===== config.mk =====
export PLATFORM = sky130hd
export DESIGN_NAME = qtc_ram
export DESIGN_NICKNAME = d
export VERILOG_FILES = /design/src/hdl/qtc_ram.sv
export SDC_FILE = /design/constraint.sdc
export NUM_CORES = 1
export LEC_CHECK = 0
export BUFFER_PORTS_ARGS = -buffer_cell sky130_fd_sc_hd__buf_2
export CAP_MARGIN = 5
export CORE_UTILIZATION = 55
export DETAILED_ROUTE_END_ITERATION = 10
export PLACE_DENSITY = 0.81
export SLEW_MARGIN = 20
export SYNTH_ARGS = -nofsm -noshare
export SYNTH_HDL_FRONTEND = slang
export SYNTH_SLANG_ARGS = --single-unit

===== constraint.sdc =====
create_clock -name i_clk -period 2.5 [get_ports i_clk]
set_input_delay 0.125 -clock i_clk [delete_from_list [all_inputs] [get_ports i_clk]]
set_output_delay 0.125 -clock i_clk [all_outputs]
set_load 0.02 [all_outputs]

===== src/hdl/qtc_ram.sv =====
// Generic simple dual-port RAM with registered read.
`timescale 1ns / 1ps
module qtc_ram #(
    parameter int WIDTH = 8,
    parameter int DEPTH = 64
) (
    input  logic                     i_clk,
    input  logic                     i_we,
    input  logic [$clog2(DEPTH)-1:0] i_waddr,
    input  logic [WIDTH-1:0]         i_wdata,
    input  logic [$clog2(DEPTH)-1:0] i_raddr,
    output logic [WIDTH-1:0]         o_rdata
);
    logic [WIDTH-1:0] r_mem [DEPTH];
    logic [WIDTH-1:0] r_rdata;

    always_ff @(posedge i_clk) begin
        if (i_we) begin
            r_mem[i_waddr] <= i_wdata;
        end
        r_rdata <= r_mem[i_raddr];
    end

    assign o_rdata = r_rdata;
endmodule


### After elaboration in Yosys (flattened, before gate mapping)

Memory sizes are Yosys's and may differ from the RTL's. A register that Yosys moved wholly into a read port is not among the register bits.
Cells that the tools add are included.

| storage, ports and cells | value |
|---|---|
| bits in registers | 0 |
| RAM bits | 512 |
| output and inout bits | 8 |
| memories kept | 1 |

| cells by class | value |
|---|---|
| mux-type cells | 2 |

Memories:

| name | words | bits a word | rd ports | clocked after Yosys merged registers in | wr ports | line | text |
|---|---|---|---|---|---|---|---|
| r_mem | 64 | 8 | 1 | 1 | 1 | 14 | `logic [WIDTH-1:0] r_mem [DEPTH];` |

Operators by type and width:

| cell | number |
|---|---|
| $mux W1 | 2 |

### Longest topological paths before layout

| depth | value |
|---|---|
| word-level depth | 2 |
| mapped depth | 9 |

### Worst setup path after synthesis

No wires, ideal clock.

| path | value |
|---|---|
| path type | in2reg |
| start | input port i_raddr[1] |
| end | register r_rdata[3] (netlist: o_rdata[3]) (read register of r_mem) |
| library setup time | 128 ps |
| data arrival time | 1665 ps |
| path slack | 707 ps |
| stages | 7 |
| cells stage by stage | buf_4 -> buf_2 -> buf_2 -> mux4_2 -> mux4_2 -> o21ai_1 -> o41ai_1 |

RTL lines:

| item | line | text |
|---|---|---|
| from (decl) | 11 | `input logic [$clog2(DEPTH)-1:0] i_raddr,` |
| to (decl) | 15 | `logic [WIDTH-1:0] r_rdata;` |

==> impl_metrics.sql <==
INSERT INTO impl_metrics (metric_group, metric, value, unit) VALUES
('run_status', 'status', 'completed', ''),
('synth', 'dominantRegCellSynth', 'edfxtp_1', ''),
('critical_path', 'crit_slowest_cell', 'nor3_1', ''),
('synth', 'asr_flop_ratio_synth', '0', ''),
('pwr', 'powerDensity', '775', 'nW/um^2'),
('critical_path', 'critical_path.cell_chain', 'mux4_2 -> mux2_2 -> o221a_2 -> nor3_1 -> o32ai_1', ''),
('synth', 'synthesis.instances', '940', ''),
('synth', 'leading_post_synthesis_cells_by_cell_area', 'edfxtp_1 (76%), mux4_2 (14%), nor2_1 (1.5%), mux2i_1 (1.1%), dfxtp_1 (0.79%)', ''),
('critical_path', 'critical_path_cell_count', '5', ''),
('global_routing', 'overall_global_routing_resource_usage', '0.250', ''),
('route', 'wl', '45.5', 'mm'),
('timing', 'maxClockFrequency', '438', 'MHz'),
('critical_path', 'r2r-start', 'r_mem[28][6]', ''),
('place', 'detailed_place_hpwl', '28.1', 'mm'),
('timing', 'slew_viol_final', '0', ''),
('route', 'routed_via_count', '10300', ''),
('timing', 'grt_setup_unrepaired', 'false', ''),
('min_path', 'worst_hold_path.num_cells', '1', ''),
('route', 'drt_pass1_iterations', '5', ''),
('timing', 'max-slew-margin-rel', '0.317', ''),
('timing', 'timing.final.setup_violations', '0', ''),
('timing', 'fin_tns_setup', '0', 'ns'),
('pwr', 'static_leakage', '7.47', 'nW'),
('floorplanning', 'rows', '69', ''),
('synth', 'synth_cell_type_count', '40', ''),
('clocking', 'cts_tree', 'done', ''),
('timing', 'finalHoldViolations', '0', ''),
('clocking', 'clk_pin_slew', '0.07', 'ns'),
('route', 'detail_route.iter0.violations', '1418', ''),
('run', 'max-cap-violations', '0', ''),
('global_routing', 'globalRoute.totalOverflow', '0', ''),
('timing', 'post-route-min-period', '2.28', 'ns'),
('critical_path', 'critical_path_buf_inv_count', '0', ''),
('cells_and_area', 'fillCellCount', '2174', ''),
('pwr', 'share_of_power_burned_in_registers', '0.539', ''),
('synth', 'post-synth-top-area-cell', 'edfxtp_1', ''),
('critical_path', 'worst_path_dominant_cell_family', 'multiplexers', ''),
('critical_path', 'timing.reg2reg.setup_slack', '0.22', 'ns'),
('cells_and_area', 'stdcell_area', '23100', 'sq um'),
('floorplanning', 'start_util', '0.563', ''),
('place', 'placedInstanceArea', '21500', 'sq um'),
('clocking', 'cts.repair.resized', '0', ''),
('critical_path', 'timing.rr.end', 'o_rdata[6]', ''),
('critical_path', 'cpPeakStageDelay', '0.57', 'ns'),
('pwr', 'p_sw', '0.00378', 'W'),
('cells_and_area', 'finalNetCount', '1105', ''),
('synth', 'synth-warning-count', '0', ''),
('clocking', 'clock_path_buffers', '3', ''),
('synth', 'syn_area', '20200', 'sq um'),
('pwr', 'totalPowerFinal', '0.0179', 'W'),
('floorplanning', 'die_width', '193', 'um'),
('route', 'final_antenna_net_count', '0', ''),
('timing', 'worst_slew_pin_slew', '1.03', 'ns'),
('floorplanning', 'design.portCount', '30', ''),
('place', 'port-buffer-count', '29', ''),
('critical_path', 'crit_type', 'flip-flop to flip-flop', ''),
('place', 'gp_congestion', '0.885', ''),
('floorplanning', 'placeableCoreArea', '35800', 'sq um'),
('synth', 'synth_sequential_area_ratio', '0.770', ''),
('critical_path', 'crit_required', '2.93', 'ns'),
('clocking', 'clock_latency', '0.57', 'ns'),
('timing', 'worst_slack', '0.215', 'ns'),
('min_path', 'min_path_type', 'primary input to flip-flop', ''),
('pwr', 'clock_power_share', '0.407', ''),
('route', 'detail_route.wl_per_cell', '28.7', 'um'),
('global_routing', 'number_of_global_route_vias_before_repair', '10500', ''),
('cells_and_area', 'area_growth_syn_to_layout', '14.8', '%'),
('synth', 'ys_ff_latch', '520', ''),
('route', 'route.detailed.vias_per_inst', '6.51', ''),
('pwr', 'internal_power', '0.0142', 'W'),
('synth', 'synthMostInstantiatedCell', 'edfxtp_1', '');
## how the worst max path moves through the flow
stage	startpoint	to	slack (ns)
3_5_place_dp	i_raddr[0]	o_rdata[5]	0.16
4_1_cts	r_mem[28][6]	o_rdata[6]	0.31
5_1_grt	r_mem[21][6]	o_rdata[6]	0.24
3_3_place_gp	i_raddr[0]	o_rdata[5]	0.13
2_1_floorplan	i_raddr[1]	o_rdata[3]	0.71
6_report	r_mem[28][6]	o_rdata[6]	0.22
## cell families (layout without fill, tap and decap cells)
family / after synthesis / count (layout) / synth area share
mux: 162 / 162 / 0.159
compound gates: 54 / 54 / 0.0207
buf+inv: 51 / 234 / 0.0157
simple gates: 153 / 153 / 0.0339
flops: 520 / 520 / 0.770
other cells: 0 / 2 / 0
## per-stage QoR
step / cells / utilization / hold slack, ns
after floorplan: 940 / - / 0.224
after global placement: 1492 / 0.601 / 0.559
after CTS: 1584 / 0.646 / 0.0643
after detailed placement: 1492 / 0.601 / 0.559
final: 1586 / 0.646 / 0.0827
after global routing: 1584 / 0.646 / 0.0947
## layout make-up
type                    count  area [sq um]  share of cell area
repair buffers            143          1130              0.0489
flip-flops and latches    520         15500               0.671
diodes                      2          5.00            0.000216
clock inverters            35           289              0.0125
multi-input cells         369          4320               0.186
clock buffers              56          1290              0.0559
well taps                 461           577              0.0249
## per-layer routing
metal / global-route usage / vias up / wire length [um]
met5: 0 / - / 23
met4: 0.0892 / 4 / 1340
met3: 0.0453 / 95 / 4770
met2: 0.405 / 677 / 22400
met1: 0.345 / 5326 / 17000
li1: - / 4218 / -
## power groups by stage
stage	sequential [W]	clock [W]	combinational, W
floorplan	0.00987	0	0.000514
global placement	0.00987	0	0.000911
detailed placement	0.00987	0	0.000933
CTS	0.00968	0.00736	0.000949
global route	0.00968	0.00769	0.000998
finish	0.00968	0.00731	0.000954
## sequential cells by signal, summed over array words and instances (netlist names)
signal   flops
o_rdata      8
r_mem      512
## placed cells by master (no fill, tap or decap), drive strengths merged, types with 3 or more instances in the layout
cell      instances
clkinvlp          6
a211oi            4
clkinv           24
nor2b            14
nor2             83
mux2i            23
o221ai            8
nand2            19
a21oi             3
dfxtp             8
o21ai             4
nor3              7
mux4            126
mux2             13
bufinv            4
o22ai             8
o2bb2ai           3
a22oi             3
clkbuf           57
buf             141
nand2b            7
nand3b            3
o2111ai           3
nand3            13
a221oi            6
edfxtp          512
## timing repair
item	CTS	global route
setup buffers	0	0
endpoints found under the hold margin	4	0
hold buffers	1	0
(Power assumes the default switching activity.)
