<file path="src/hdl/qtc_merge.sv">
// Merge stage: registered sum of the lane squares.
`timescale 1ns / 1ps
module qtc_merge #(
    parameter int LANES = 8,
    parameter int SQW   = 32,
    parameter int DW    = 35
) (
    input  logic                       i_clk,
    input  logic [LANES-1:0][SQW-1:0]  i_sq,
    output logic [DW-1:0]              o_sum
);
    logic [DW-1:0] w_sum;
    logic [DW-1:0] r_sum;

    always_comb begin
        w_sum = '0;
        for (int d = 0; d < LANES; d++) begin
            w_sum = w_sum + DW'(i_sq[d]);
        end
    end

    always_ff @(posedge i_clk) begin
        r_sum <= w_sum;
    end

    assign o_sum = r_sum;
endmodule

</file>
<file path="config.mk">
export PLATFORM = sky130hd
export DESIGN_NAME = qtc_merge
export DESIGN_NICKNAME = d
export VERILOG_FILES = /design/src/hdl/qtc_merge.sv
export SDC_FILE = /design/constraint.sdc
export NUM_CORES = 1
export LEC_CHECK = 0
export CAP_MARGIN = 20
export CORE_AREA = 4 4 136 138
export CTS_CLUSTER_SIZE = 16
export DETAILED_ROUTE_END_ITERATION = 16
export DIE_AREA = 0 0 140 142
export DONT_BUFFER_PORTS = 1
export GPL_TIMING_DRIVEN = 1
export PLACE_DENSITY = 0.61
export SKIP_LAST_GASP = 1
export SLEW_MARGIN = 20
export SYNTH_ARGS = -nofsm -noshare
export SYNTH_HDL_FRONTEND = slang
export SYNTH_SLANG_ARGS = --single-unit
export TNS_END_PERCENT = 30
</file>
<file path="constraint.sdc">
create_clock -name i_clk -period 5.9 [get_ports i_clk]
set_clock_uncertainty 0.05 [all_clocks]
set_input_delay 1.18 -clock i_clk [delete_from_list [all_inputs] [get_ports i_clk]]
set_output_delay 1.18 -clock i_clk [all_outputs]
set_load 0.1 [all_outputs]
</file>
Word level (Yosys, flattened, before mapping). Cells that the tools add are included.

Bits in registers: 35. Input port bits: 257. Output and inout port bits: 35. Word-level logic and storage cells: 8.

Add/subtract/negate cells: 7.

Operators with widths (number): 35-bit by 32-bit adder with 35-bit output (4); 34-bit by 32-bit adder with 35-bit output (1); 33-bit by 32-bit adder with 34-bit output (1); 32-bit by 32-bit adder with 33-bit output (1).

Depth between registers and ports, before layout. Gate-level depths: netlist (run 1).

Depth after elaboration: 7. Mapped depth: 18. Mapped depth without buffers: 18.

Worst setup path before layout (run 1). No wires, ideal clock.

Path type: in2reg. Start point: input port i_sq[98] (netlist bit). End point: register r_sum[34], in the netlist o_sum[34]. Library setup time: 126 ps. Data arrival time: 5330 ps. Required time: 5724 ps. Setup slack: 394 ps. Cell stages on the path: 18. Path buffers: 0. Path through: inv_1 fa_1 inv_1 fa_1 fa_1 inv_1 fa_1 inv_1 ha_1 fa_1 a21o_1 a221oi_2 a2111o_1 nand2_1 a31oi_1 nand2_1 a21oi_1 o21ai_0.

Longest elaborated chain between the ends: 5.

Ends and longest elaborated chain: start, declared (RTL line 9) `input logic [LANES-1:0][SQW-1:0] i_sq,`; 34-bit by 32-bit adder with 35-bit output (RTL line 18) `w_sum = w_sum + DW'(i_sq[d]);`; 35-bit by 32-bit adder with 35-bit output (4 in series) (RTL line 18); via w_sum[34] (RTL line 12) `logic [DW-1:0] w_sum;`; end signal, assigned (RTL line 23) `r_sum <= w_sum;`; end, declared (RTL line 13) `logic [DW-1:0] r_sum;`.

The timed path passes the listed nets, and every way through them passes these cells.

Worst setup path after layout (run 1). Same ends and word-level chain as after synthesis.

==> impl_metrics.toml, run 1 <==
[yosys]
synth-edff-count = 0
synth_area_leaders = "fa_1 (50%), inv_1 (20%), dfxtp_1 (9.1%)"
synth_top_flop_cell = "dfxtp_1"
yosysMostFrequentCell = "inv_1"
avgSynthCellArea_um2 = 8.980
synth-async-reset-ratio_pct = 0
syn_nets = 1340
yosysUniqueCellTypes = 45
synthCells = 857
yosysSeqAreaShare_pct = 9.104
yosysWarnings = 0
ys_seq_elements = 35
yosysTopAreaCellShare_pct = 49.68
yosysTopAreaCell = "fa_1"
yosys-top-cells-count = "inv_1 (403), fa_1 (191), a21oi_1 (35), dfxtp_1 (35), ha_1 (35)"
synthesis.area_um2 = 7696

[clocking]
holdBufCountCts = 0
clk_pin_slew_ns = 0.06
cts_resized = 0
cts_tree = "done"
cts_buffer_depth = 2
cts_setup_buffers = 0
root_buffer = "clkbuf_16"
htree_num_levels = 2
cts_buffers = 5
clock-sinks = 35

[global_route]
grt_start_max_net_pins = 13
gr-total-overflow = 0
first_global_vias = 5595
grt_pass1_wl_um = 26250
antenna_found_initial = 0
grt_util_all_layers_pct = 16.43

[place]
dp_hpwl_um = 14940
gp_congestion = 0.8206
port_buffers = 0

[job]
cap_violations = 0

[critical_path]
cp_slowest_cell = "fa_1"
required_ns = 6.02
cp.arrival_ns = 5.71
cp_cell_sequence = "inv_1 > fa_1 > inv_1 > fa_1 > fa_1 > inv_1 > fa_1 > inv_1 > ha_1 > fa_1 > a21o_1 > a221oi_2 > a2111o_1 > nand2_1 > a31oi_1 > nand2_1 > a21oi_1 > o21ai_0"
cpPeakStageDelay_ns = 0.53
crit_top_cell = "fa_1"
worstSetupEndpointType = "register"
worst_setup_path_start_kind = "input pin"
critical_path_class = "input pin to register"
critical-path-top-delay-family = "adder cells"
worst-path-max-fanout = 3
crit_buf_inv = 4

[routing]
detail-route-antenna-nets = 0
drcViolationCount = 0
post_drt_via_cell_ratio = 4.541
initialDrtViolationCount = 97
wl_per_cell_um = 14.34
num_vias = 4936
wl_met3_um = 1328
met1Wirelength_um = 5998
drt_first_pass_iters = 4
drt_wl_total_um = 15580
top_layer_used = "met4"
wl_met2_um = 8121

[die]
num_io_pins = 292
num_rows = 48
start_util_pct = 44.81
die_h_um = 142
die_area_um2 = 19880
die_x_um = 140
coreArea_um2 = 17180

[cells_and_area]
layout.nets = 1344
largest_reg_flops = 35
fill_cells = 1710
register_area_um2 = 700.7
drive_above_1_share_pct = 2.320
syn2layout_area_growth_pct = 5.739
antenna_cells = 0
multi_input_comb_area_um2 = 5466

[sta]
tns_ns = 0
hold_viol = 0
rsz0062_at_grt = "no"
finalCriticalPeriod_ns = 5.592
fin_crit_sh_pct = 94.78
worst_slew_pin_slew_ns = 1.025
finalSetupViolations = 0
fmax_mhz = 178.8
relSlewSlack_pct = 31.56
final_max_slew_viol_count = 0

[worst_hold_path]
hp-start = "i_sq[224]"
hold_path_end = "o_sum[0]"
hold_class = "input pin to register"
hold_depth = 2

[status]
outcome = "completed"
-- cell usage in the layout (no fill, tap or decap), drive strengths merged, types with 14 or more instances in the layout --
master  netlist  final
a21oi        37     37
a21o         16     16
xnor2        22     22
dfxtp        35     35
inv         403    403
fa          191    191
nand2        22     22
o21ai        14     14
nor2         19     19
ha           35     35
-- worst max-delay path by stage --
stage	slack (ns)	end	start	cells past startpoint
3_5_place_dp	-0.007	o_sum[34]	i_sq[98]	18
4_1_cts	0.27	o_sum[34]	i_sq[98]	18
5_1_grt	0.02	o_sum[34]	i_sq[98]	18
3_3_place_gp	0.01	o_sum[34]	i_sq[98]	18
2_1_floorplan	0.39	o_sum[34]	i_sq[98]	18
6_report	0.31	o_sum[34]	i_sq[98]	18
-- final cells by class --
cell class                 instances  share of cell area, %
tap                              225                  3.459
clock buffer                       5                  1.538
clock inverter                     3                 0.5381
timing repair buffer               1                0.09225
sequential                        35                  8.610
multi-input combinational        415                  67.17
inverter                         403                  18.59
-- metal layers --
metal	vias up	track usage, %
met5	-	0
met4	0	2.907
met3	6	4.570
met2	207	29.63
met1	2370	20.08
li1	2353	-
-- metrics by stage --
step / setup slack, ns / instance area (µm²) / utilization, % / std cells / hold slack [ns]
after floorplan: 0.3945 / 7696 / - / 857 / 1.360
after global placement: 0.01402 / 7969 / 46.39 / 1079 / 1.368
after detailed placement: -0.006837 / 7969 / 46.39 / 1079 / 1.384
after CTS: 0.2664 / 8138 / 47.38 / 1087 / 1.085
after global routing: 0.01936 / 8138 / 47.38 / 1087 / 1.095
final: 0.3080 / 8138 / 47.38 / 1087 / 1.094
-- logic make-up after synthesis --
logic type,count (synthesis),synth area share [%]
xor gates and xnor gates,29,3.300
buffers and inverters,407,19.87
DFF,35,9.104
and+or+nand+nor,65,4.032
AOI/OAI and AO/OA,95,8.324
adders and majority gates,226,55.37
Power of run 1 is not shown: default switching activity piles up to over one toggle a cycle in this logic, so the estimate is an artifact.
==> run 2, diff against run 1 <==
Settings changed: MAX_ROUTING_LAYER from default to met4.
Clock period 5.9 ns to 6.8 ns, I/O delays scaled along.
==> run 2 against run 1 <==
Flip-flop and latch count unchanged. Wire length rose by 0.47%. Cell count is essentially flat. Non-clock buffer count shrank 1. Count of clock-buffer cells in the layout grew 2. First-iteration DRC count increased by 6.2%. Die area is the same. Worst hold slack improved by 0.18 ns. Global-route usage is 0.78 points higher. Sequential share of layout area barely moved. Cell area decreased by 0.48%. Critical endpoint is now o_sum[16]. Highest routed layer unchanged.
==> impl_metrics.toml, run 2 (synthesized netlist as in run 1, its figures left out) <==
[critical_path]
cp_slowest_cell = "fa_1"
cp_cell_sequence = "inv_1 > fa_1 > inv_1 > fa_1 > fa_1 > inv_1 > fa_1 > inv_1 > ha_1 > fa_1 > a21o_1 > a221oi_2 > nand2_1 > a21oi_1 > o21ai_0 > a21oi_1 > o21bai_1 > xor2_1"
crit_buf_inv = 4
cp.arrival_ns = 5.86
critical_path_class = "input pin to register"
worst_setup_path_start_kind = "input pin"
critical-path-top-delay-family = "adder cells"
worst-path-max-fanout = 3
worstSetupEndpointType = "register"
cpPeakStageDelay_ns = 0.54
crit_top_cell = "fa_1"
required_ns = 6.93

[sta]
rsz0062_at_grt = "no"
fin_ws_ns = 1.067
tns_ns = 0
hold_viol = 0
worst_slew_pin_slew_ns = 1.022
finalCriticalPeriod_ns = 5.733
final_max_slew_viol_count = 0
fin_crit_sh_pct = 84.32
fmax_mhz = 174.4
relSlewSlack_pct = 31.76
finalSetupViolations = 0

[die]
coreArea_um2 = 17180
die_area_um2 = 19880
die_h_um = 142
start_util_pct = 44.81
num_io_pins = 292
die_x_um = 140
num_rows = 48

[clocking]
root_buffer = "clkbuf_16"
cts_setup_buffers = 0
cts_buffers = 5
htree_num_levels = 2
clk_pin_slew_ns = 0.06
clock-sinks = 35
cts_tree = "done"
cts_buffer_depth = 2
cts_resized = 0
holdBufCountCts = 0

[routing]
drt_first_pass_iters = 4
detail-route-antenna-nets = 0
wl_per_cell_um = 14.42
drcViolationCount = 0
initialDrtViolationCount = 103
num_vias = 4915
drt_wl_total_um = 15660
post_drt_via_cell_ratio = 4.526

[cells_and_area]
layout.nets = 1343
final_common_cell = "inv_1"
final_cell_mix = "inv_1 (403), fa_1 (191), a21oi_1 (35), ha_1 (35), dfxtp_1 (35)"
largest_reg_flops = 35
drive_above_1_share_pct = 1.974
syn2layout_area_growth_pct = 5.235
antenna_cells = 0
final_area_um2 = 8099

[global_route]
antenna_found_initial = 0
grt_util_all_layers_pct = 17.22
gr-total-overflow = 0
first_global_vias = 5711
grt_start_max_net_pins = 11
grt_pass1_wl_um = 26490

[place]
post-place-ws_ns = 0.7106
gp_congestion = 0.8539
placed_area_um2 = 7961
dp_hpwl_um = 14970
port_buffers = 0

[status]
outcome = "completed"

[job]
cap_violations = 0

[worst_hold_path]
hold_class = "input pin to register"
[run 2: cell count changes in the layout (fill, tap and decap cells not counted)]
cell | previous run | this run
buf_4 | 1 | 0
bufinv_16 | 1 | 0
clkbuf_1 | 0 | 2
clkinv_4 | 1 | 0
[run 2: cell type report]
class                      instances  area [µm²]
multi-input combinational        415        5466
clock inverter                     1       5.005
sequential                        35       700.7
clock buffer                       7       132.6
tap                              225       281.5
fill                            1669        9077
inverter                         403        1513
[run 2: routing by layer]
layer  track usage [%]  wire (µm)
met5                 -          0
met2             30.16       8137
met3             4.200       1197
met1             20.31       6139
met4             3.723        184
[run 2: worst paths after layout]
| kind | start | cells after the start | endpoint |
|---|---|---|---|
| max | i_sq[98] | 18 | o_sum[16] |
| min | i_sq[224] | 2 | o_sum[0] |
[run 2: through the flow]
step | std cells | util (%) | hold WS, ns
global placement | 1078 | 46.35 | 1.558
detailed placement | 1078 | 46.35 | 1.559
floorplan | 857 | - | 1.540
finish | 1086 | 47.15 | 1.276
global route | 1086 | 47.15 | 1.303
CTS | 1086 | 47.15 | 1.258
Power of run 2 is left out for the same reason.
==> run 3, diff against run 2 <==
Settings changed: PLACE_DENSITY 0.61 to 0.63.
Clock period 6.8 ns to 4.8 ns, I/O delays scaled along.
==> run 3 against run 2 <==
The run now ends with setup timing left. Critical path depth fell by 1. Critical path type unchanged. Non-clock buffer count rose by 69. Die area did not move. Global-route usage rose by 0.41 points. Utilization rose by 3.9 points. Setup slack got worse by 1.3 ns. Cell count rose by 6.4%. Wire length rose by 4.9%.
==> impl_metrics.toml, run 3 (synthesized netlist as in run 1, its figures left out) <==
[status]
outcome = "finished with violations"
violations = "setup timing"

[critical_path]
crit_top_cell = "fa_1"
cp.arrival_ns = 5.10
required_ns = 4.91
cp_slowest_cell = "fa_1"
critical-path-top-delay-family = "adder cells"
worst_setup_path_start_kind = "input pin"
crit_buf_inv = 4
worst-path-max-fanout = 3
cp_cell_sequence = "inv_8 > fa_1 > inv_2 > fa_2 > fa_1 > inv_1 > fa_1 > inv_2 > ha_4 > a211oi_2 > o21bai_2 > o21a_1 > o21ai_2 > a21oi_2 > o21ai_4 > nor4b_1 > or4_1"
cpPeakStageDelay_ns = 0.56
critical_path_class = "input pin to register"
worstSetupEndpointType = "register"

[routing]
post_drt_via_cell_ratio = 4.520
drt_wl_total_um = 16430
initialDrtViolationCount = 80
detail-route-antenna-nets = 0
wl_per_cell_um = 14.22
drt_first_pass_iters = 4
num_vias = 5221
drcViolationCount = 0

[sta]
finalCriticalPeriod_ns = 4.985
rsz0062_at_grt = "yes"
final_max_slew_viol_count = 0
finalSetupViolations = 14
relSlewSlack_pct = 30.01
fin_crit_sh_pct = 103.9
tns_ns = -1.477
fmax_mhz = 200.6
hold_viol = 0
fin_ws_ns = -0.1851
worst_slew_pin_slew_ns = 1.048

[clocking]
root_buffer = "clkbuf_16"
cts_tree = "done"
clock-sinks = 35
htree_num_levels = 2
cts_buffer_depth = 2
cts_buffers = 5
clk_pin_slew_ns = 0.06

[global_route]
first_global_vias = 5881
antenna_found_initial = 0
grt_util_all_layers_pct = 17.63
grt_pass1_wl_um = 27430
gr-total-overflow = 0
grt_start_max_net_pins = 13

[cells_and_area]
antenna_cells = 0
drive_above_1_share_pct = 12.15
final_cell_mix = "inv_1 (397), fa_1 (188), buf_4 (69)"
largest_reg_flops = 35
final_common_cell = "inv_1"
layout.nets = 1412
syn2layout_area_growth_pct = 14.00

[worst_hold_path]
hold_class = "input pin to register"

[place]
dp_hpwl_um = 15710
port_buffers = 0
gp_congestion = 0.8491
post-place-ws_ns = -0.6178

[die]
num_rows = 48
num_io_pins = 292
start_util_pct = 44.81
die_area_um2 = 19880
die_x_um = 140
die_h_um = 142
coreArea_um2 = 17180

[job]
cap_violations = 0
[run 3: metal layers]
layer  track usage [%]  up-vias  share of wire [%]
met5                 -        -                  0
met4             2.856        0                1.0
met3             3.663        8                6.6
met2             32.16      182                 54
met1             20.52     2538                 39
li1                  -     2493                  -
[run 3: per-stage QoR]
step	area [µm²]	instances	hold slack (ns)	utilization [%]
2_1_floorplan	7729	857	1.140	-
3_3_place_gp	8467	1141	1.144	49.29
3_5_place_dp	8467	1141	1.150	49.29
4_1_cts	8730	1154	0.8570	50.82
5_1_grt	8773	1155	0.8675	51.08
6_report	8773	1155	0.8612	51.08
[run 3: final cells by class]
type                    instances  area (µm²)
clock inverters                 3       43.79
fillers                      1633        8403
clock buffers                   5       125.1
inverters                     403        1535
multi-input cells             415        5569
repair buffers                 69       518.0
flip-flops and latches         35       700.7
well taps                     225       281.5
[run 3: final timing paths]
| kind | startpoint | endpoint | slack [ns] | cells past startpoint |
|---|---|---|---|---|
| worst min-delay path | i_sq[224] | o_sum[0] | 0.86 | 2 |
| worst max-delay path | i_sq[67] | o_sum[33] | -0.19 | 17 |
[run 3: repair_timing]
action | in CTS | in global routing
endpoints found under the hold margin | 0 | 0
setup endpoints to repair | 14 | 20
pin swaps | 22 | 8
cloned | 0 | 0
hold buffers | 0 | 0
gates resized for setup | 15 | 12
buffers inserted | 5 | 1
Power of run 3 is left out for the same reason.
