===== src/hdl/qtc_lane.sv =====
// One coordinate lane: registered squared difference.
`timescale 1ns / 1ps
module qtc_lane #(
    parameter int CB = 16
) (
    input  logic                 i_clk,
    input  logic                 i_en,
    input  logic signed [CB-1:0] i_a,
    input  logic signed [CB-1:0] i_b,
    output logic [2*CB-1:0]      o_sq
);
    logic signed [CB:0] w_diff;
    logic [CB-1:0]      w_abs;
    logic [2*CB-1:0]    r_sq;

    assign w_diff = {i_a[CB-1], i_a} - {i_b[CB-1], i_b};
    assign w_abs  = w_diff[CB] ? CB'(-w_diff) : CB'(w_diff);

    always_ff @(posedge i_clk) begin
        r_sq <= i_en ? (2*CB)'(w_abs) * (2*CB)'(w_abs) : '0;
    end

    assign o_sq = r_sq;
endmodule


===== config.mk =====
export PLATFORM = sky130hd
export DESIGN_NAME = qtc_lane
export DESIGN_NICKNAME = d
export VERILOG_FILES = /design/src/hdl/qtc_lane.sv
export SDC_FILE = /design/constraint.sdc
export NUM_CORES = 1
export LEC_CHECK = 0
export BUFFER_PORTS_ARGS = -buffer_cell sky130_fd_sc_hd__clkbuf_2
export CAP_MARGIN = 10
export CORE_MARGIN = 2
export CORE_UTILIZATION = 30
export CTS_CLUSTER_SIZE = 10
export DETAILED_ROUTE_END_ITERATION = 7
export GPL_TIMING_DRIVEN = 0
export SKIP_LAST_GASP = 1
export SLEW_MARGIN = 0
export SYNTH_ARGS = -nofsm -noshare
export SYNTH_HDL_FRONTEND = slang
export SYNTH_SLANG_ARGS = --single-unit
export TNS_END_PERCENT = 50

===== constraint.sdc =====
create_clock -name i_clk -period 25.7 [get_ports i_clk]
set_input_delay 1.285 -clock i_clk [delete_from_list [all_inputs] [get_ports i_clk]]
set_output_delay 1.285 -clock i_clk [all_outputs]
set_load 0.02 [all_outputs]

# After elaboration in Yosys (flattened, before gate mapping)
# Index checks and enable logic that the tools add are counted.
[classes] addsub=2 multipliers=1 n_mux=1
[ops] cell="16-bit by 16-bit multiplier with 32-bit output" count=1
[ops] cell="16-bit by 16-bit subtractor with 17-bit output" count=1
[ops] cell="16-bit two-way mux" count=1
[ops] cell="16-bit negation" count=1
[totals] register_bits=32 input_bits=34 output_inout_bits=32 wordCells=5

# Depth between registers and ports, before layout
# Gate-level depths: netlist (run 1).
[depth] depth_word=4 depth_mapped=39 depth_no_buf=36

# Least setup slack after synthesis (run 1)
# Ideal clock, no wire load.
[synth_path] path_type="input port to flip-flop" start="input port i_a[0]" end="register r_sq[31] (netlist: o_sq[31])" setup_time_ns=0.115 arrival_time_ns=9.261 t_required_ns=25.585 slack_ns=16.324 stages=33 path_buffers=0 path_cell_list="inv_1 ha_1 fa_1 nor2b_4 o22ai_2 xnor2_1 a211oi_2 nand4_2 nor4_1 a21oi_1 xor2_1 inv_2 nand2_1 fa_1 fa_1 inv_1 fa_1 fa_1 fa_1 inv_1 fa_1 inv_1 ha_1 a21o_1 a21oi_1 o21ai_0 a22o_1 a41o_1 o21a_1 a221oi_1 xor2_1 nand4_1 and3b_1"
[synth_between] elab_chain_cells=4
[synth_lines] item="start, declared" line_no="8" rtl="input logic signed [CB-1:0] i_a,"
[synth_lines] item="16-bit by 16-bit subtractor with 17-bit output *" line_no="16" rtl="assign w_diff = {i_a[CB-1], i_a} - {i_b[CB-1], i_b};"
[synth_lines] item="16-bit negation" line_no="17" rtl="assign w_abs = w_diff[CB] ? CB'(-w_diff) : CB'(w_diff);"
[synth_lines] item="16-bit two-way mux *" line_no="17"
[synth_lines] item="16-bit by 16-bit multiplier with 32-bit output *" line_no="20" rtl="r_sq <= i_en ? (2*CB)'(w_abs) * (2*CB)'(w_abs) : '0;"
[synth_lines] item="end signal, assigned" line_no="20"
[synth_lines] item="end, declared" line_no="14" rtl="logic [2*CB-1:0] r_sq;"
# Mark *: on every way between the ends. The rest lies on a longest branch, timed or not.
# A chain may end at the register's enable or synchronous reset.

# Final worst setup path (run 1)
# Same ends and word-level chain as after synthesis.

==> impl_metrics.env, run 1 <==
export IMPL_status="finished, final reports clean"
export IMPL_rsz0062_at_grt="no"
export IMPL_largest_reg_flops=31
export IMPL_post_cts_setup_buffer_count=0
export IMPL_ctsResizeCount=0
export IMPL_max_stage_delay_ns=0.67
export IMPL_core_area_um2=30600
export IMPL_cp_top_family="adder cells"
export IMPL_vias=7372
export IMPL_relSlewSlack_pct=20.0
export IMPL_post_synth_top_area_fraction_pct=35.9
export IMPL_hpwl_um=18800
export IMPL_yosys_top_cells_area="fa_1 36%, ha_1 15%, inv_1 9.5%"
export IMPL_cp_end_kind="flop"
export IMPL_syn_area_um2=9320
export IMPL_cts_tree="yes"
export IMPL_crit_cells=34
export IMPL_synth_warnings=0
export IMPL_drt_iter0_drc=323
export IMPL_detail_route_antenna_nets=0
export IMPL_hold_viol=0
export IMPL_fill_cells=3228
export IMPL_die_w_um=180
export IMPL_synth_top_area_cell="fa_1"
export IMPL_period_minus_slack_ns=10.50
export IMPL_wl_um=22400
export IMPL_hold_class="primary input to flop"
export IMPL_async_flop_share_pct=0
export IMPL_dieArea_um2=32500
export IMPL_cp_arrival_ns=10.70
export IMPL_crit_buf_inv=6
export IMPL_drt_first_pass_iters=5
export IMPL_grt_pass1_wl_um=38100
export IMPL_syn_avg_cell_area_um2=8.59
export IMPL_layout_drive_gt1_share_pct=10.4
export IMPL_num_rows=64
export IMPL_worstMarginPinSlew_ns=1.20
export IMPL_synth_seq_cells=31
export IMPL_cts_root_buf="clkbuf_16"
export IMPL_antennaDiodeCount=0
export IMPL_grtUsageTotal_pct=14.5
export IMPL_ys_flop_type="dfxtp_1"
export IMPL_ff_latch_area_um2=621
export IMPL_critPathLaunchType="primary input"
export IMPL_grt_ovfl_total=0
export IMPL_syn_to_final_growth_pct=10.6
export IMPL_nets=1468
export IMPL_syn_inst=1086
export IMPL_cpMostUsedCell="fa_1"
export IMPL_synth_edf_count=0
export IMPL_cts_clk_slew_worst_paths_ns=0.07
export IMPL_syn_num_nets=1397
export IMPL_post_route_period_util_pct=40.9
export IMPL_die_y_um=180
export IMPL_antenna_found_initial=0
export IMPL_maxCapViolations=0
export IMPL_numPortBuffers=64
export IMPL_cp_max_fo=10
export IMPL_cts_hold_buf=0
export IMPL_vias_per_cell=4.74
export IMPL_grt_max_degree=11
export IMPL_wl_per_cell_um=14.4
export IMPL_grt_pass1_vias=7700
export IMPL_io_pins=66
export IMPL_final_setup_viol_count=0
export IMPL_multi_input_area_um2=7640
export IMPL_gp_congestion=0.878
export IMPL_cts_max_level=2
export IMPL_fin_setup_tns_ns=0
export IMPL_seq_area_frac_synth_pct=6.66
export IMPL_cts_sinks=31
export IMPL_cts_buffers=5
export IMPL_path_class="primary input to flop"
export IMPL_fmax_mhz=95.2
export IMPL_synth_cell_types=69
export IMPL_drv_slew=0
export IMPL_cp_data_required_time_ns=25.90
export IMPL_initial_core_util_pct=30.5
export IMPL_critical_path_endpoint="o_sq[31]"
export IMPL_cts_buffer_depth=2
export IMPL_cpMaxStageDelayCell="xor2_1"
export IMPL_drc_errors=0
export IMPL_setup_worst_path_start="i_a[0]"
-- how the worst min path moves through the flow --
stage | from | to | slack [ns] | cells after the start
after global placement | o_sq[10] | o_sq[10] | 1.70 | 1
after global routing | i_en | o_sq[30] | 1.42 | 3
after floorplan | i_en | o_sq[30] | 1.44 | 2
final | i_en | o_sq[30] | 1.40 | 3
after detailed placement | o_sq[11] | o_sq[11] | 1.70 | 1
after CTS | i_en | o_sq[30] | 1.40 | 3
-- final cells by class --
| cell class | count | area share [%] |
|---|---|---|
| plain buffers | 30 | 1.46 |
| clock buffers | 6 | 1.35 |
| clock inverters | 2 | 0.340 |
| inverters | 243 | 8.84 |
| multi-input cells | 782 | 74.1 |
| flip-flops and latches | 31 | 6.02 |
| well taps | 396 | 4.80 |
| repair buffers | 64 | 3.11 |
-- kinds of logic after synthesis --
logic type                 share of synthesized area (%)
buffers and inverters                               11.4
DFF                                                 6.66
AOI/OAI and AO/OA                                   10.2
adders and majority gates                           50.6
xor gates and xnor gates                            4.63
and+or+nand+nor                                     16.2
muxes                                              0.215
other                                             0.0402
-- cell usage after synthesis, drive strengths merged (18+ instances only) --
cell type	instances
a21o	22
a21oi	32
and2	23
dfxtp	31
fa	167
ha	110
inv	240
nand2	89
nor2	112
o21ai	28
xnor2	27
xor2	18
-- metrics by stage --
| step | cells | hold WS [ns] | area [um2] | util, % | setup slack, ns |
|---|---|---|---|---|---|
| after floorplan | 1086 | 1.44 | 9320 | - | 16.32 |
| after global placement | 1546 | 1.70 | 10100 | 33.1 | 14.98 |
| after detailed placement | 1546 | 1.70 | 10100 | 33.1 | 14.89 |
| after CTS | 1554 | 1.40 | 10300 | 33.7 | 15.23 |
| after global routing | 1554 | 1.42 | 10300 | 33.7 | 14.55 |
| final | 1554 | 1.40 | 10300 | 33.7 | 15.20 |
-- per-layer routing --
layer	vias up	GRT usage (%)	part of all wire, %
met5	-	0	0
met4	0	3.23	1.9
met3	29	2.14	5.2
met2	200	25.2	49
met1	3605	19.0	44
li1	3538	-	-
-- placed cells by master, fill, tap and decap left out, types with 12 or more instances in the layout --
cell	count
xnor2_1	22
nand2b_1	16
xor2_1	18
and2_1	23
buf_2	12
clkbuf_2	64
nor3_1	16
nor2_1	112
a21oi_1	30
dfxtp_1	31
fa_1	167
nand3_1	16
nand2_1	89
a21o_1	22
clkbuf_1	14
inv_1	236
ha_1	110
o21ai_0	24
Power of run 1 is left out: the tool's default activity adds up to more than one toggle a clock period on the data nets, which glitch-free logic cannot reach.
==> run 2: changes to the inputs <==
- clock period: 25.7 -> 8.55 ns (I/O delays scaled with it)
==> impl_metrics.env, run 2 (synthesis gave the netlist of run 1 again) <==
export IMPL_grt_use_met2_pct=25.9
export IMPL_grt_pass1_vias=7876
export IMPL_cp_top_family="adder cells"
export IMPL_final_common_cell="inv_1"
export IMPL_cts_max_level=2
export IMPL_fmax_mhz=120
export IMPL_cts_buffers=5
export IMPL_drv_slew=0
export IMPL_nets=1535
export IMPL_drt_first_pass_iters=5
export IMPL_cpMostUsedCell="fa_1"
export IMPL_dp_cells=1546
export IMPL_grt_met3_usage_pct=2.16
export IMPL_wl_um=24100
export IMPL_ff_latch_area_um2=621
export IMPL_cp_max_fo=6
export IMPL_drc_errors=0
export IMPL_period_minus_slack_ns=8.31
export IMPL_vias=7728
export IMPL_cpMaxStageDelayCell="fa_1"
export IMPL_cts_buffer_depth=2
export IMPL_cts_tree="yes"
export IMPL_grt_pass1_wl_um=39000
export IMPL_cp_data_required_time_ns=8.75
export IMPL_dieArea_um2=32500
export IMPL_grt_busiest_layer="met2"
export IMPL_grt_max_degree=11
export IMPL_post_route_util_pct=38.2
export IMPL_status="finished, final reports clean"
export IMPL_cts_clk_slew_worst_paths_ns=0.07
export IMPL_grtUsageTotal_pct=14.9
export IMPL_die_y_um=180
export IMPL_multi_input_area_um2=8370
export IMPL_final_setup_viol_count=0
export IMPL_io_pins=66
export IMPL_maxCapViolations=0
export IMPL_layout_drive_gt1_share_pct=24.1
export IMPL_wl_per_cell_um=14.9
export IMPL_fill_cells=3109
export IMPL_crit_buf_inv=7
export IMPL_cts_root_buf="clkbuf_16"
export IMPL_syn_to_final_growth_pct=25.4
export IMPL_hold_class="primary input to flop"
export IMPL_core_area_um2=30600
export IMPL_critPathLaunchType="primary input"
export IMPL_relSlewSlack_pct=45.3
export IMPL_hold_viol=0
export IMPL_cts_sinks=31
export IMPL_cts_hold_buf=0
export IMPL_detail_route_antenna_nets=0
export IMPL_largest_reg_flops=31
export IMPL_layout_cells_non_filler=1622
export IMPL_final_cell_mix="230 x inv_1, 154 x fa_1, 104 x nor2_1"
export IMPL_grt_ovfl_total=0
export IMPL_initial_core_util_pct=30.5
export IMPL_num_rows=64
export IMPL_path_class="primary input to flop"
export IMPL_antenna_found_initial=0
export IMPL_met1_usage_pct=19.6
export IMPL_vias_per_cell=4.76
export IMPL_numPortBuffers=64
export IMPL_gp_congestion=0.878
export IMPL_cp_end_kind="flop"
export IMPL_max_stage_delay_ns=0.52
export IMPL_holdWs_ns=0.545
export IMPL_hpwl_um=18800
export IMPL_cp_arrival_ns=8.51
export IMPL_post_route_period_util_pct=97.2
export IMPL_worstMarginPinSlew_ns=0.821
export IMPL_die_w_um=180
export IMPL_drt_iter0_drc=360
-- run 2: cell count changes in the layout (fill, tap and decap cells not counted), moves of 8 or more --
cell	before	now
a21oi_1	30	22
buf_2	12	1
buf_4	2	66
buf_6	2	16
fa_1	167	154
fa_2	0	13
ha_1	110	91
ha_4	0	14
nand2_1	89	81
nor2_1	112	104
o21ai_0	24	16
xnor2_1	22	14
-- run 2: layer usage --
metal  vias to the layer above  share of wire [%]
met2                       198                 50
met1                      3845                 43
li1                       3664                  -
met4                         0                1.3
met5                         -                  0
met3                        21                5.2
-- run 2: worst paths after layout --
kind,start,endpoint,slack [ns],cells after the start
setup / recovery,i_a[0],o_sq[31],0.24,35
hold / removal,i_b[0],o_sq[0],0.55,3
-- run 2: cell type report --
type | count | area share [%]
Sequential cell | 31 | 5.31
Antenna cell | 1 | 0.0214
Timing Repair Buffer | 135 | 7.55
Multi-Input combinational cell | 782 | 71.5
Buffer | 26 | 1.93
Tap cell | 396 | 4.24
Clock inverter | 2 | 0.300
Inverter | 243 | 7.93
Clock buffer | 6 | 1.19
-- run 2: through the flow --
stage	TNS [ns]	setup slack, ns	area [um2]
2_1_floorplan	0	0.0315	9320
3_3_place_gp	-9.94	-1.31	10100
3_5_place_dp	-12.06	-1.40	10100
4_1_cts	-0.0256	-0.0256	10900
5_1_grt	-0.0445	-0.0445	11700
6_report	0	0.238	11700
-- run 2: tightest hold or removal path, cell delays in order --
cell	delay [ns]
clkbuf_2	0.11
ha_4	0.20
nor2b_1	0.06
-- run 2: repair_timing --
action | in CTS | in global routing
buffers inserted | 26 | 45
endpoints found under the setup margin | 14 | 12
resized for setup | 76 | 120
cloned | 1 | 0
pin swaps | 22 | 83
Power of run 2 is left out for the same reason.
==> run 3: changes to the inputs <==
==> constraint.sdc (replaced) <==
create_clock -name i_clk -period 8.55 [get_ports i_clk]
set_input_delay 0.855 -clock i_clk [delete_from_list [all_inputs] [get_ports i_clk]]
set_output_delay 0.855 -clock i_clk [all_outputs]
set_load 0.02 [all_outputs]
==> impl_metrics.env, run 3 (synthesis gave the netlist of run 1 again) <==
export IMPL_grtUsageTotal_pct=16.0
export IMPL_period_minus_slack_ns=8.67
export IMPL_cpMaxStageDelayCell="fa_1"
export IMPL_layout_drive_gt1_share_pct=32.1
export IMPL_grt_max_degree=11
export IMPL_holdWs_ns=0.955
export IMPL_status="finished with violations"
export IMPL_critPathLaunchType="primary input"
export IMPL_cp_arrival_ns=8.88
export IMPL_detail_route_antenna_nets=0
export IMPL_cts_clk_slew_worst_paths_ns=0.08
export IMPL_cpMostUsedCell="fa_1"
export IMPL_grt_pass1_vias=8541
export IMPL_cts_buffers=5
export IMPL_rsz0062_at_grt="yes"
export IMPL_cts_buffer_depth=2
export IMPL_wl_per_cell_um=15.5
export IMPL_met1_usage_pct=19.9
export IMPL_worstMarginPinSlew_ns=0.841
export IMPL_initial_core_util_pct=30.5
export IMPL_cts_sinks=31
export IMPL_dieArea_um2=32500
export IMPL_vias=8173
export IMPL_maxCapViolations=0
export IMPL_post_route_period_util_pct=101
export IMPL_cp_data_required_time_ns=8.76
export IMPL_cts_root_buf="clkbuf_16"
export IMPL_violations="negative setup slack"
export IMPL_relSlewSlack_pct=43.9
export IMPL_grt_pass1_wl_um=41900
export IMPL_cts_max_level=2
export IMPL_antennaDiodeCount=0
export IMPL_core_area_um2=30600
export IMPL_num_rows=64
export IMPL_placed_area_um2=10300
export IMPL_fill_cells=2990
export IMPL_die_w_um=180
export IMPL_antenna_found_initial=0
export IMPL_max_stage_delay_ns=0.54
export IMPL_die_y_um=180
export IMPL_vias_per_cell=4.83
export IMPL_syn_to_final_growth_pct=35.3
export IMPL_grt_use_met2_pct=28.1
export IMPL_drt_first_pass_iters=5
export IMPL_final_common_cell="inv_1"
export IMPL_drt_iter0_drc=441
export IMPL_hold_class="primary input to flop"
export IMPL_cp_end_kind="flop"
export IMPL_numPortBuffers=64
export IMPL_drv_slew=0
export IMPL_drc_errors=0
export IMPL_io_pins=66
export IMPL_hold_viol=0
export IMPL_cts_hold_buf=0
export IMPL_hpwl_um=18800
export IMPL_grt_busiest_layer="met2"
export IMPL_gp_congestion=0.864
export IMPL_path_class="primary input to flop"
export IMPL_largest_reg_flops=31
export IMPL_worst_slack_ns=-0.121
export IMPL_wl_um=26200
export IMPL_grt_met3_usage_pct=2.20
export IMPL_fmax_mhz=115
export IMPL_cts_tree="yes"
export IMPL_nets=1607
export IMPL_grt_ovfl_total=0
export IMPL_final_setup_viol_count=2
export IMPL_final_cell_mix="222 x inv_1, 154 x fa_1, 124 x buf_4"
export IMPL_cp_max_fo=6
export IMPL_design_area_um2=12600
==> run 3: final cells by class <==
cell class / count / area [um2] / area share, %
Multi-Input combinational cell: 782 / 8660 / 68.7
Timing Repair Buffer: 207 / 1490 / 11.8
Inverter: 243 / 943 / 7.48
Sequential cell: 31 / 621 / 4.92
Tap cell: 396 / 495 / 3.93
Buffer: 26 / 234 / 1.85
Clock buffer: 6 / 139 / 1.10
Clock inverter: 2 / 35.0 / 0.278
==> run 3: metrics by stage <==
stage                     instances  util [%]  TNS (ns)  worst slack (ns)
final                          1693      41.2    -0.220            -0.121
after global routing           1693      41.2     -1.14            -0.454
after CTS                      1660      39.4   -0.0921           -0.0921
after detailed placement       1546      33.6    -15.49             -1.32
after global placement         1546      33.6    -13.70             -1.25
after floorplan                1086         -         0           0.00591
==> run 3: worst paths after layout <==
check   start        to  depth (start not counted)
max    i_a[0]  o_sq[31]                         38
min    i_b[0]   o_sq[0]                          3
==> run 3: critical path: cells and delay by family <==
| kind | cells | cell delay (ns) |
|---|---|---|
| xor gates and xnor gates | 1 | 0.27 |
| buffers and inverters | 9 | 0.87 |
| adders and majority gates | 9 | 3.53 |
| AOI/OAI and AO/OA | 9 | 1.76 |
| and+or+nand+nor | 10 | 1.60 |
==> run 3: per-layer routing <==
| layer | routed length [um] | vias up |
|---|---|---|
| met5 | 0 | - |
| met2 | 13200 | 231 |
| met1 | 10500 | 4066 |
| met3 | 1590 | 64 |
| li1 | - | 3812 |
| met4 | 929 | 0 |
==> run 3: timing repair <==
action | CTS | global route
endpoints found under the setup margin | 18 | 12
hold endpoints to repair | 0 | 0
buffers inserted | 107 | 33
pin swaps | 95 | 91
gates cloned | 2 | 1
resized for setup | 179 | 73
Power of run 3 is left out for the same reason.
